[config.mk]
export PLATFORM = sky130hd
export DESIGN_NAME = imu_frame_parser_core
export DESIGN_NICKNAME = d
export VERILOG_FILES = /design/src/rtl/imufp_pkg.sv /design/src/rtl/imufp_front.sv /design/src/rtl/imufp_queue.sv /design/src/rtl/imu_frame_parser_core.sv
export SDC_FILE = /design/constraint.sdc
export NUM_CORES = 1
export LEC_CHECK = 0
export ABC_AREA = 1
export BUFFER_PORTS_ARGS = -buffer_cell sky130_fd_sc_hd__buf_2
export CAP_MARGIN = 20
export CORE_MARGIN = 1
export CORE_UTILIZATION = 55
export DETAILED_ROUTE_END_ITERATION = 6
export GPL_ROUTABILITY_DRIVEN = 0
export PLACE_DENSITY = 0.78
export SLEW_MARGIN = 20
export SYNTH_ARGS = -nofsm -noshare
export SYNTH_HDL_FRONTEND = slang
export SYNTH_HIERARCHICAL = 1
export SYNTH_SLANG_ARGS = --single-unit
export TNS_END_PERCENT = 5
[constraint.sdc]
create_clock -name i_clk -period 15.6 [get_ports i_clk]
set_input_delay 1.56 -clock i_clk [delete_from_list [all_inputs] [get_ports i_clk]]
set_output_delay 1.56 -clock i_clk [all_outputs]
set_load 0.02 [all_outputs]
[src/rtl/imufp_pkg.sv]
package imufp_pkg;

    localparam int SAMPLE_BYTES = 32;
    localparam int STORE_AW = $clog2(SAMPLE_BYTES);
    localparam int QUEUE_DEPTH_DEF = 2;

    localparam logic [1:0] ST_INCOMPLETE  = 2'd0;
    localparam logic [1:0] ST_OK          = 2'd1;
    localparam logic [1:0] ST_MISMATCH    = 2'd2;
    localparam logic [1:0] ST_UNSUPPORTED = 2'd3;

    localparam logic [1:0] REG_SYNC_FIRST  = 2'd0;
    localparam logic [1:0] REG_SYNC_SECOND = 2'd1;
    localparam logic [1:0] REG_SAMPLE_ID   = 2'd2;
    localparam logic [1:0] REG_MAX_SKIP    = 2'd3;

    localparam logic [7:0]  RST_SYNC_FIRST  = 8'hA5;
    localparam logic [7:0]  RST_SYNC_SECOND = 8'h5A;
    localparam logic [7:0]  RST_SAMPLE_ID   = 8'h01;
    localparam logic [15:0] RST_MAX_SKIP    = 16'd1024;

    typedef struct packed {
        logic [7:0]  sync_first;
        logic [7:0]  sync_second;
        logic [7:0]  sample_msg_id;
        logic [15:0] max_skip_length;
    } t_cfg;

    typedef struct packed {
        logic [1:0]         status;
        logic signed [31:0] accel_x;
        logic signed [31:0] accel_y;
        logic signed [31:0] accel_z;
        logic signed [31:0] gyro_x;
        logic signed [31:0] gyro_y;
        logic signed [31:0] gyro_z;
        logic [63:0]        time_us;
    } t_result;

endpackage

[src/rtl/imufp_front.sv]
module imufp_front
    import imufp_pkg::*;
(
    input  logic        i_clk,
    input  logic        i_rst_n,
    input  logic        i_step,
    input  logic [7:0]  i_byte,
    input  t_cfg        i_cfg,
    output t_result     o_res
);

    localparam logic [2:0] PH_SYNC1   = 3'd0;
    localparam logic [2:0] PH_SYNC2   = 3'd1;
    localparam logic [2:0] PH_ID      = 3'd2;
    localparam logic [2:0] PH_LEN_LO  = 3'd3;
    localparam logic [2:0] PH_LEN_HI  = 3'd4;
    localparam logic [2:0] PH_PAYLOAD = 3'd5;
    localparam logic [2:0] PH_CK_A    = 3'd6;
    localparam logic [2:0] PH_CK_B    = 3'd7;

    logic [2:0]  r_phase, n_phase;
    logic [7:0]  r_id, n_id;
    logic [15:0] r_len, n_len;
    logic [15:0] r_count, n_count;
    logic [7:0]  r_sum_a, n_sum_a;
    logic [7:0]  r_sum_b, n_sum_b;
    logic [7:0]  r_store [SAMPLE_BYTES];

    logic [7:0]  sum_a_add;
    logic [15:0] len_full;
    logic        known;
    logic        clear;
    logic        store_we;
    logic        decode;
    logic [1:0]  status;
    logic [8*SAMPLE_BYTES-1:0] sample;

    always_comb begin
        sum_a_add = r_sum_a + i_byte;
        len_full  = {i_byte, r_len[7:0]};
        known     = (r_id == i_cfg.sample_msg_id);
        n_phase   = r_phase;
        n_id      = r_id;
        n_len     = r_len;
        n_count   = r_count;
        n_sum_a   = r_sum_a;
        n_sum_b   = r_sum_b;
        clear     = 1'b0;
        store_we  = 1'b0;
        decode    = 1'b0;
        status    = ST_INCOMPLETE;
        case (r_phase)
            PH_SYNC1: begin
                if (i_byte == i_cfg.sync_first) begin
                    n_phase = PH_SYNC2;
                end
            end
            PH_SYNC2: begin
                if (i_byte == i_cfg.sync_second) begin
                    n_sum_a = 8'd0;
                    n_sum_b = 8'd0;
                    n_phase = PH_ID;
                end else if (i_byte == i_cfg.sync_first) begin
                    n_phase = PH_SYNC2;
                end else begin
                    n_phase = PH_SYNC1;
                end
            end
            PH_ID: begin
                n_id    = i_byte;
                n_sum_a = sum_a_add;
                n_sum_b = r_sum_b + sum_a_add;
                n_phase = PH_LEN_LO;
            end
            PH_LEN_LO: begin
                n_len   = {8'd0, i_byte};
                n_sum_a = sum_a_add;
                n_sum_b = r_sum_b + sum_a_add;
                n_phase = PH_LEN_HI;
            end
            PH_LEN_HI: begin
                n_len   = len_full;
                n_sum_a = sum_a_add;
                n_sum_b = r_sum_b + sum_a_add;
                // drop a sample frame of the wrong size or an over-long foreign frame
                if ((known && len_full != 16'(SAMPLE_BYTES)) ||
                    (!known && len_full > i_cfg.max_skip_length)) begin
                    clear = 1'b1;
                end else begin
                    n_count = 16'd0;
                    n_phase = (len_full == 16'd0) ? PH_CK_A : PH_PAYLOAD;
                end
            end
            PH_PAYLOAD: begin
                n_sum_a  = sum_a_add;
                n_sum_b  = r_sum_b + sum_a_add;
                store_we = known;
                n_count  = r_count + 16'd1;
                if (n_count == r_len) begin
                    n_phase = PH_CK_A;
                end
            end
            PH_CK_A: begin
                if (i_byte != r_sum_a) begin
                    clear  = 1'b1;
                    status = ST_MISMATCH;
                end else begin
                    n_phase = PH_CK_B;
                end
            end
            PH_CK_B: begin
                clear = 1'b1;
                if (i_byte != r_sum_b) begin
                    status = ST_MISMATCH;
                end else if (!known) begin
                    status = ST_UNSUPPORTED;
                end else begin
                    status = ST_OK;
                    decode = 1'b1;
                end
            end
            default: begin
                clear = 1'b1;
            end
        endcase
        if (clear) begin
            n_phase = PH_SYNC1;
            n_id    = 8'd0;
            n_len   = 16'd0;
            n_count = 16'd0;
            n_sum_a = 8'd0;
            n_sum_b = 8'd0;
        end
    end

    always_ff @(posedge i_clk) begin
        if (!i_rst_n) begin
            r_phase <= PH_SYNC1;
            r_id    <= 8'd0;
            r_len   <= 16'd0;
            r_count <= 16'd0;
            r_sum_a <= 8'd0;
            r_sum_b <= 8'd0;
        end else if (i_step) begin
            r_phase <= n_phase;
            r_id    <= n_id;
            r_len   <= n_len;
            r_count <= n_count;
            r_sum_a <= n_sum_a;
            r_sum_b <= n_sum_b;
        end
    end

    always_ff @(posedge i_clk) begin
        if (i_step && store_we) begin
            r_store[r_count[STORE_AW-1:0]] <= i_byte;
        end
    end

    // little-endian image of the stored payload, zeroed unless the frame checks out
    always_comb begin
        for (int k = 0; k < SAMPLE_BYTES; k++) begin
            sample[8*k +: 8] = decode ? r_store[k] : 8'd0;
        end
    end

    always_comb begin
        o_res.status  = status;
        o_res.accel_x = sample[31:0];
        o_res.accel_y = sample[63:32];
        o_res.accel_z = sample[95:64];
        o_res.gyro_x  = sample[127:96];
        o_res.gyro_y  = sample[159:128];
        o_res.gyro_z  = sample[191:160];
        o_res.time_us = sample[255:192];
    end

    a_count_below_len: assert property (@(posedge i_clk) disable iff (!i_rst_n)
        r_phase == PH_PAYLOAD |-> r_count < r_len)
        else $error("payload counter reached frame length inside payload");

    a_status_phase: assert property (@(posedge i_clk) disable iff (!i_rst_n)
        status != ST_INCOMPLETE |-> (r_phase == PH_CK_A || r_phase == PH_CK_B))
        else $error("frame status outside checksum phases");

    a_sums_cleared: assert property (@(posedge i_clk) disable iff (!i_rst_n)
        $past(i_step) && $past(clear) |-> r_phase == PH_SYNC1 && r_sum_a == 8'd0
            && r_sum_b == 8'd0)
        else $error("frame state not cleared after drop");

endmodule

[src/rtl/imufp_queue.sv]
module imufp_queue
    import imufp_pkg::*;
#(
    parameter int DEPTH = QUEUE_DEPTH_DEF
) (
    input  logic    i_clk,
    input  logic    i_rst_n,
    input  logic    i_push,
    input  t_result i_data,
    output logic    o_full,
    input  logic    i_pop,
    output logic    o_empty,
    output t_result o_head
);

    localparam int PTR_W = (DEPTH > 1) ? $clog2(DEPTH) : 1;
    localparam int CNT_W = $clog2(DEPTH + 1);

    t_result           r_mem [DEPTH];
    logic [PTR_W-1:0]  r_wr, n_wr;
    logic [PTR_W-1:0]  r_rd, n_rd;
    logic [CNT_W-1:0]  r_cnt, n_cnt;
    logic              do_push, do_pop;

    assign o_full  = (r_cnt == CNT_W'(DEPTH));
    assign o_empty = (r_cnt == '0);
    assign do_push = i_push && !o_full;
    assign do_pop  = i_pop && !o_empty;
    assign o_head  = r_mem[r_rd];

    always_comb begin
        n_wr  = r_wr;
        n_rd  = r_rd;
        n_cnt = r_cnt;
        if (do_push) begin
            n_wr = (r_wr == PTR_W'(DEPTH - 1)) ? '0 : r_wr + 1'b1;
        end
        if (do_pop) begin
            n_rd = (r_rd == PTR_W'(DEPTH - 1)) ? '0 : r_rd + 1'b1;
        end
        if (do_push && !do_pop) begin
            n_cnt = r_cnt + 1'b1;
        end else if (do_pop && !do_push) begin
            n_cnt = r_cnt - 1'b1;
        end
    end

    always_ff @(posedge i_clk) begin
        if (!i_rst_n) begin
            r_wr  <= '0;
            r_rd  <= '0;
            r_cnt <= '0;
        end else begin
            r_wr  <= n_wr;
            r_rd  <= n_rd;
            r_cnt <= n_cnt;
        end
    end

    always_ff @(posedge i_clk) begin
        if (do_push) begin
            r_mem[r_wr] <= i_data;
        end
    end

    a_cnt_bound: assert property (@(posedge i_clk) disable iff (!i_rst_n)
        r_cnt <= CNT_W'(DEPTH))
        else $error("queue count above depth");

    a_cnt_track: assert property (@(posedge i_clk) disable iff (!i_rst_n)
        do_pop && !do_push |=> r_cnt == $past(r_cnt) - 1'b1)
        else $error("queue count did not drop on pop");

    a_full_empty: assert property (@(posedge i_clk) disable iff (!i_rst_n)
        !(o_full && o_empty))
        else $error("queue full and empty at once");

endmodule

[src/rtl/imu_frame_parser_core.sv]
// Each accepted byte has its result written into the queue at the edge that accepts it.
// Throughput: one byte per cycle while the queue has room; the parser steps every byte
// through one state update; the queue (QUEUE_DEPTH entries) absorbs result-side stalls.
// Reset: synchronous, active low; parser hunts the first sync byte, queue empties,
// registers return to their defaults. The payload store is not cleared.
module imu_frame_parser_core
    import imufp_pkg::*;
#(
    parameter int QUEUE_DEPTH = QUEUE_DEPTH_DEF
) (
    input  logic               i_clk,
    input  logic               i_rst_n,
    // byte stream in
    input  logic               push,
    output logic               full,
    input  logic [7:0]         i_rx_byte,
    // results out
    output logic               empty,
    input  logic               pop,
    output logic [1:0]         o_status,
    output logic signed [31:0] o_accel_x,
    output logic signed [31:0] o_accel_y,
    output logic signed [31:0] o_accel_z,
    output logic signed [31:0] o_gyro_x,
    output logic signed [31:0] o_gyro_y,
    output logic signed [31:0] o_gyro_z,
    output logic [63:0]        o_time_us,
    // register port
    input  logic               psel,
    input  logic               penable,
    input  logic               pwrite,
    input  logic [3:0]         paddr,
    input  logic [31:0]        pwdata,
    output logic [31:0]        prdata,
    output logic               pready
);

    t_cfg    r_cfg;
    t_result front_res;
    t_result head;
    logic    step;
    logic    cfg_wr;
    logic [1:0] reg_idx;

    // Register file: one word per register, index from the word address.
    assign pready  = 1'b1;
    assign reg_idx = paddr[3:2];
    assign cfg_wr  = psel && penable && pwrite && pready;

    always_ff @(posedge i_clk) begin
        if (!i_rst_n) begin
            r_cfg.sync_first      <= RST_SYNC_FIRST;
            r_cfg.sync_second     <= RST_SYNC_SECOND;
            r_cfg.sample_msg_id   <= RST_SAMPLE_ID;
            r_cfg.max_skip_length <= RST_MAX_SKIP;
        end else if (cfg_wr) begin
            case (reg_idx)
                REG_SYNC_FIRST:  r_cfg.sync_first      <= pwdata[7:0];
                REG_SYNC_SECOND: r_cfg.sync_second     <= pwdata[7:0];
                REG_SAMPLE_ID:   r_cfg.sample_msg_id   <= pwdata[7:0];
                REG_MAX_SKIP:    r_cfg.max_skip_length <= pwdata[15:0];
                default: begin
                end
            endcase
        end
    end

    always_comb begin
        case (reg_idx)
            REG_SYNC_FIRST:  prdata = {24'd0, r_cfg.sync_first};
            REG_SYNC_SECOND: prdata = {24'd0, r_cfg.sync_second};
            REG_SAMPLE_ID:   prdata = {24'd0, r_cfg.sample_msg_id};
            REG_MAX_SKIP:    prdata = {16'd0, r_cfg.max_skip_length};
            default:         prdata = 32'd0;
        endcase
    end

    // Front: advance the parser on every accepted byte; it only stalls when the
    // result queue has no room.
    assign step = push && !full;

    imufp_front u_front (
        .i_clk   (i_clk),
        .i_rst_n (i_rst_n),
        .i_step  (step),
        .i_byte  (i_rx_byte),
        .i_cfg   (r_cfg),
        .o_res   (front_res)
    );

    // Back: hold each result until the consumer takes the transfer.
    imufp_queue #(
        .DEPTH (QUEUE_DEPTH)
    ) u_queue (
        .i_clk   (i_clk),
        .i_rst_n (i_rst_n),
        .i_push  (step),
        .i_data  (front_res),
        .o_full  (full),
        .i_pop   (pop),
        .o_empty (empty),
        .o_head  (head)
    );

    assign o_status  = head.status;
    assign o_accel_x = head.accel_x;
    assign o_accel_y = head.accel_y;
    assign o_accel_z = head.accel_z;
    assign o_gyro_x  = head.gyro_x;
    assign o_gyro_y  = head.gyro_y;
    assign o_gyro_z  = head.gyro_z;
    assign o_time_us = head.time_us;

endmodule
==> flow_metrics.env <==
export IMPL_max_vdd_ir_drop_mv=0.118
export IMPL_setup_tns_final_ns=0
export IMPL_pin_count=344
export IMPL_tightest_slew_ns=1.01
export IMPL_postLayoutCellArea_um2=41500
export IMPL_place_ws_ns=10.15
export IMPL_slew_violations=0
export IMPL_htree_levels=3
export IMPL_syn_area_um2=36500
export IMPL_fin_crit_sh=0.350
export IMPL_grt_max_degree=112
export IMPL_reg2reg_depth=8
export IMPL_drt_iter0_markers=1914
export IMPL_seqPwrFrac=0.449
export IMPL_crit_arrival_ns=3.91
export IMPL_wl_per_cell_um=19.6
export IMPL_hold_slack_ns=0.471
export IMPL_overflow=0
export IMPL_grt_pass1_vias=20300
export IMPL_dr_pass1_iters=6
export IMPL_async_flop_share=0
export IMPL_avgSynthCellArea_um2=13.2
export IMPL_status="complete, no violations"
export IMPL_critPathBufInv=3
export IMPL_nNetsFinal=3197
export IMPL_die_x_um=260
export IMPL_startpoint_type="flip-flop"
export IMPL_path_cells="buf_12 > buf_4 > mux2_2 > buf_2"
export IMPL_ant_nets=0
export IMPL_via_per_inst=5.23
export IMPL_dpl_hpwl_um=47400
export IMPL_cts_buffer_depth=3
export IMPL_r2r_start="u_queue/r_cnt[0]"
export IMPL_cts_hold_buffers=0
export IMPL_end_kind="output port"
export IMPL_syn_to_final_growth_pct=13.5
export IMPL_layout_setup_ws_ns=10.13
export IMPL_cts_buffers_inserted=87
export IMPL_synth_distinct_cells=45
export IMPL_die_y_um=260
export IMPL_place_area_um2=38700
export IMPL_antennaDiodeCount=0
export IMPL_antenna_found_initial=2
export IMPL_synth_seq_area_share=0.691
export IMPL_cp_max_fo=111
export IMPL_post_cts_buffers=0
export IMPL_swShare=0.303
export IMPL_cts_tree="done"
export IMPL_die_area_um2=67500
export IMPL_drv_cap=0
export IMPL_via_count=21100
export IMPL_setup_worst_path_class="flip-flop to output port"
export IMPL_critPathSlowestCell="dfxtp_4"
export IMPL_grt_pass1_wl_um=117000
export IMPL_ys_ff_latch=876
export IMPL_fin_util=0.631
export IMPL_fp_coreArea_um2=65700
export IMPL_finClkSkew_ns=0.0235
export IMPL_p_per_area_nw_per_um2=162
export IMPL_synth_flop_cell="edfxtp_1"
export IMPL_rrSetupSlack_ns=11.64
export IMPL_p_leak_nw=16.8
export IMPL_clock_latency_ns=0.64
export IMPL_grt_util_all_layers=0.232
export IMPL_cts_resized=0
export IMPL_wirelength_um=79300
export IMPL_finalSetupViolations=0
export IMPL_rows=94
export IMPL_slew_limit_headroom=0.326
export IMPL_postSynthCellCount=2774
export IMPL_start_util=0.556
export IMPL_crit_family="buffers and inverters"
export IMPL_fmax_mhz=183
export IMPL_drc_errors=0
export IMPL_p_sw_mw=2.03
export IMPL_whs_path_depth=2
export IMPL_drive_above_1_share=0.247
export IMPL_critPathMaxStageDelay_ns=0.89
export IMPL_cp_required_ns=14.04
export IMPL_combPwrFrac=0.257
export IMPL_cts_root_buf="clkbuf_16"
export IMPL_min_from="u_front/r_sum_a[3]"
export IMPL_clkTransAtPathRegs_ns=0.06
export IMPL_finalCriticalPeriod_ns=5.47
export IMPL_yosysWarningCount=6
export IMPL_cts_sinks=876
export IMPL_hold_end="u_front/r_sum_a[3]"
export IMPL_portBuffers=308
export IMPL_hold_violations=0
export IMPL_p_int_mw=4.68
export IMPL_pwr_share_clk=0.294
export IMPL_synth_edff_count=772
export IMPL_rr_endpoint="u_queue/r_mem[1][39]"
export IMPL_rsz0062_at_grt="no"
export IMPL_hold_path_class="flip-flop to flip-flop"
cell families (layout without fill, tap and decap cells):
group,count (synthesis),in the layout,synth area share
buf+inv,506,897,0.0624
mux,258,258,0.100
compound gates,98,98,0.0140
fa+ha+maj,37,37,0.0131
simple gates,958,958,0.110
flops,876,876,0.691
other cells,2,17,0.000205
xor+xnor,39,39,0.00935
worst reg2reg max path: cells and delay by family (launching register included):
family	cells	cell delay (ns)
and+or+nand+nor	3	0.39
DFF	1	0.39
AOI/OAI and AO/OA	1	0.29
buffers and inverters	4	2.47
layout make-up:
cell class / instances / area [um2]
repair buffers: 339 / 1790
inverters: 398 / 1500
flip-flops and latches: 876 / 25300
multi-input cells: 1407 / 9090
fillers: 4717 / 24300
well taps: 864 / 1080
clock buffers: 113 / 2380
clock inverters: 47 / 357
metrics by stage:
stage | total power [mW] | instances
floorplan | 4.39 | 2789
global placement | 4.75 | 3884
detailed placement | 4.79 | 3884
CTS | 6.76 | 4044
global route | 6.97 | 4044
finish | 6.72 | 4044
power groups by stage:
stage	combinational, mW	sequential, mW	clock (mW)
after global routing	1.83	3.04	2.09
after global placement	1.72	3.04	0
after CTS	1.74	3.02	2.01
final	1.72	3.02	1.98
after detailed placement	1.73	3.06	0
after floorplan	1.27	3.12	0
cells in the mapped netlist (3+ instances only):
master / n / share of area
a21oi_1: 66 / 0.0090
buf_1: 3 / 0.00031
buf_2: 40 / 0.0055
buf_4: 21 / 0.0043
buf_6: 30 / 0.0092
clkbuf_1: 11 / 0.0011
dfxtp_1: 104 / 0.057
edfxtp_1: 772 / 0.63
ha_1: 35 / 0.012
inv_1: 387 / 0.040
inv_2: 9 / 0.00092
mux2_2: 57 / 0.018
mux2_4: 201 / 0.083
nand2_1: 308 / 0.032
nand2_2: 9 / 0.0015
nand3_1: 87 / 0.012
nand3_2: 3 / 0.00082
nand3b_1: 5 / 0.0010
nand4_1: 30 / 0.0051
nor2_1: 468 / 0.048
nor2_2: 15 / 0.0026
nor2_4: 5 / 0.0015
nor3_1: 13 / 0.0018
o21ai_0: 25 / 0.0034
or2_2: 6 / 0.0010
xnor2_1: 23 / 0.0055
xor2_1: 16 / 0.0038
flip-flops by register name (all words and copies together) (netlist names), named ones only:
register / count
u_front/r_sum_a: 8
u_front/r_id: 8
u_queue/r_cnt: 2
u_front/r_len: 16
u_front/r_phase: 3
u_queue/r_mem: 516
u_front/r_count: 16
u_queue/r_rd: 1
u_front/r_sum_b: 8
r_cfg: 40
u_queue/r_wr: 1
u_front/r_store: 256
metal layers:
metal	GRT usage	vias to the layer above	wire, um
li1	-	9968	-
met1	0.304	10200	32300
met2	0.397	792	40000
met3	0.0339	132	5020
met4	0.0765	0	1970
met5	0	-	0
how the worst max path moves through the flow:
stage / start / endpoint / slack (ns) / cells past startpoint
final: flip-flop / o_time_us[12] / 10.13 / 4
after floorplan: push / u_queue/r_mem[0][0] / 2.18 / 4
after CTS: flip-flop / o_accel_x[6] / 10.11 / 4
after global routing: flip-flop / o_accel_x[6] / 10.02 / 4
after detailed placement: push / u_queue/r_mem[1][30] / 10.15 / 9
after global placement: push / u_queue/r_mem[0][29] / 10.17 / 9
cell usage in the layout (no fill, tap or decap), types with 21 or more instances in the layout:
| cell type | instances |
|---|---|
| dfxtp_1 | 103 |
| nor2_1 | 465 |
| o21ai_0 | 25 |
| mux2_2 | 57 |
| nand2_1 | 308 |
| nand3_1 | 86 |
| xnor2_1 | 23 |
| clkinv_2 | 21 |
| buf_2 | 308 |
| edfxtp_1 | 772 |
| nand4_1 | 30 |
| clkbuf_16 | 89 |
| inv_1 | 387 |
| mux2_4 | 201 |
| buf_4 | 28 |
| a21oi_1 | 66 |
| ha_1 | 35 |
(Power assumes the default switching activity.)
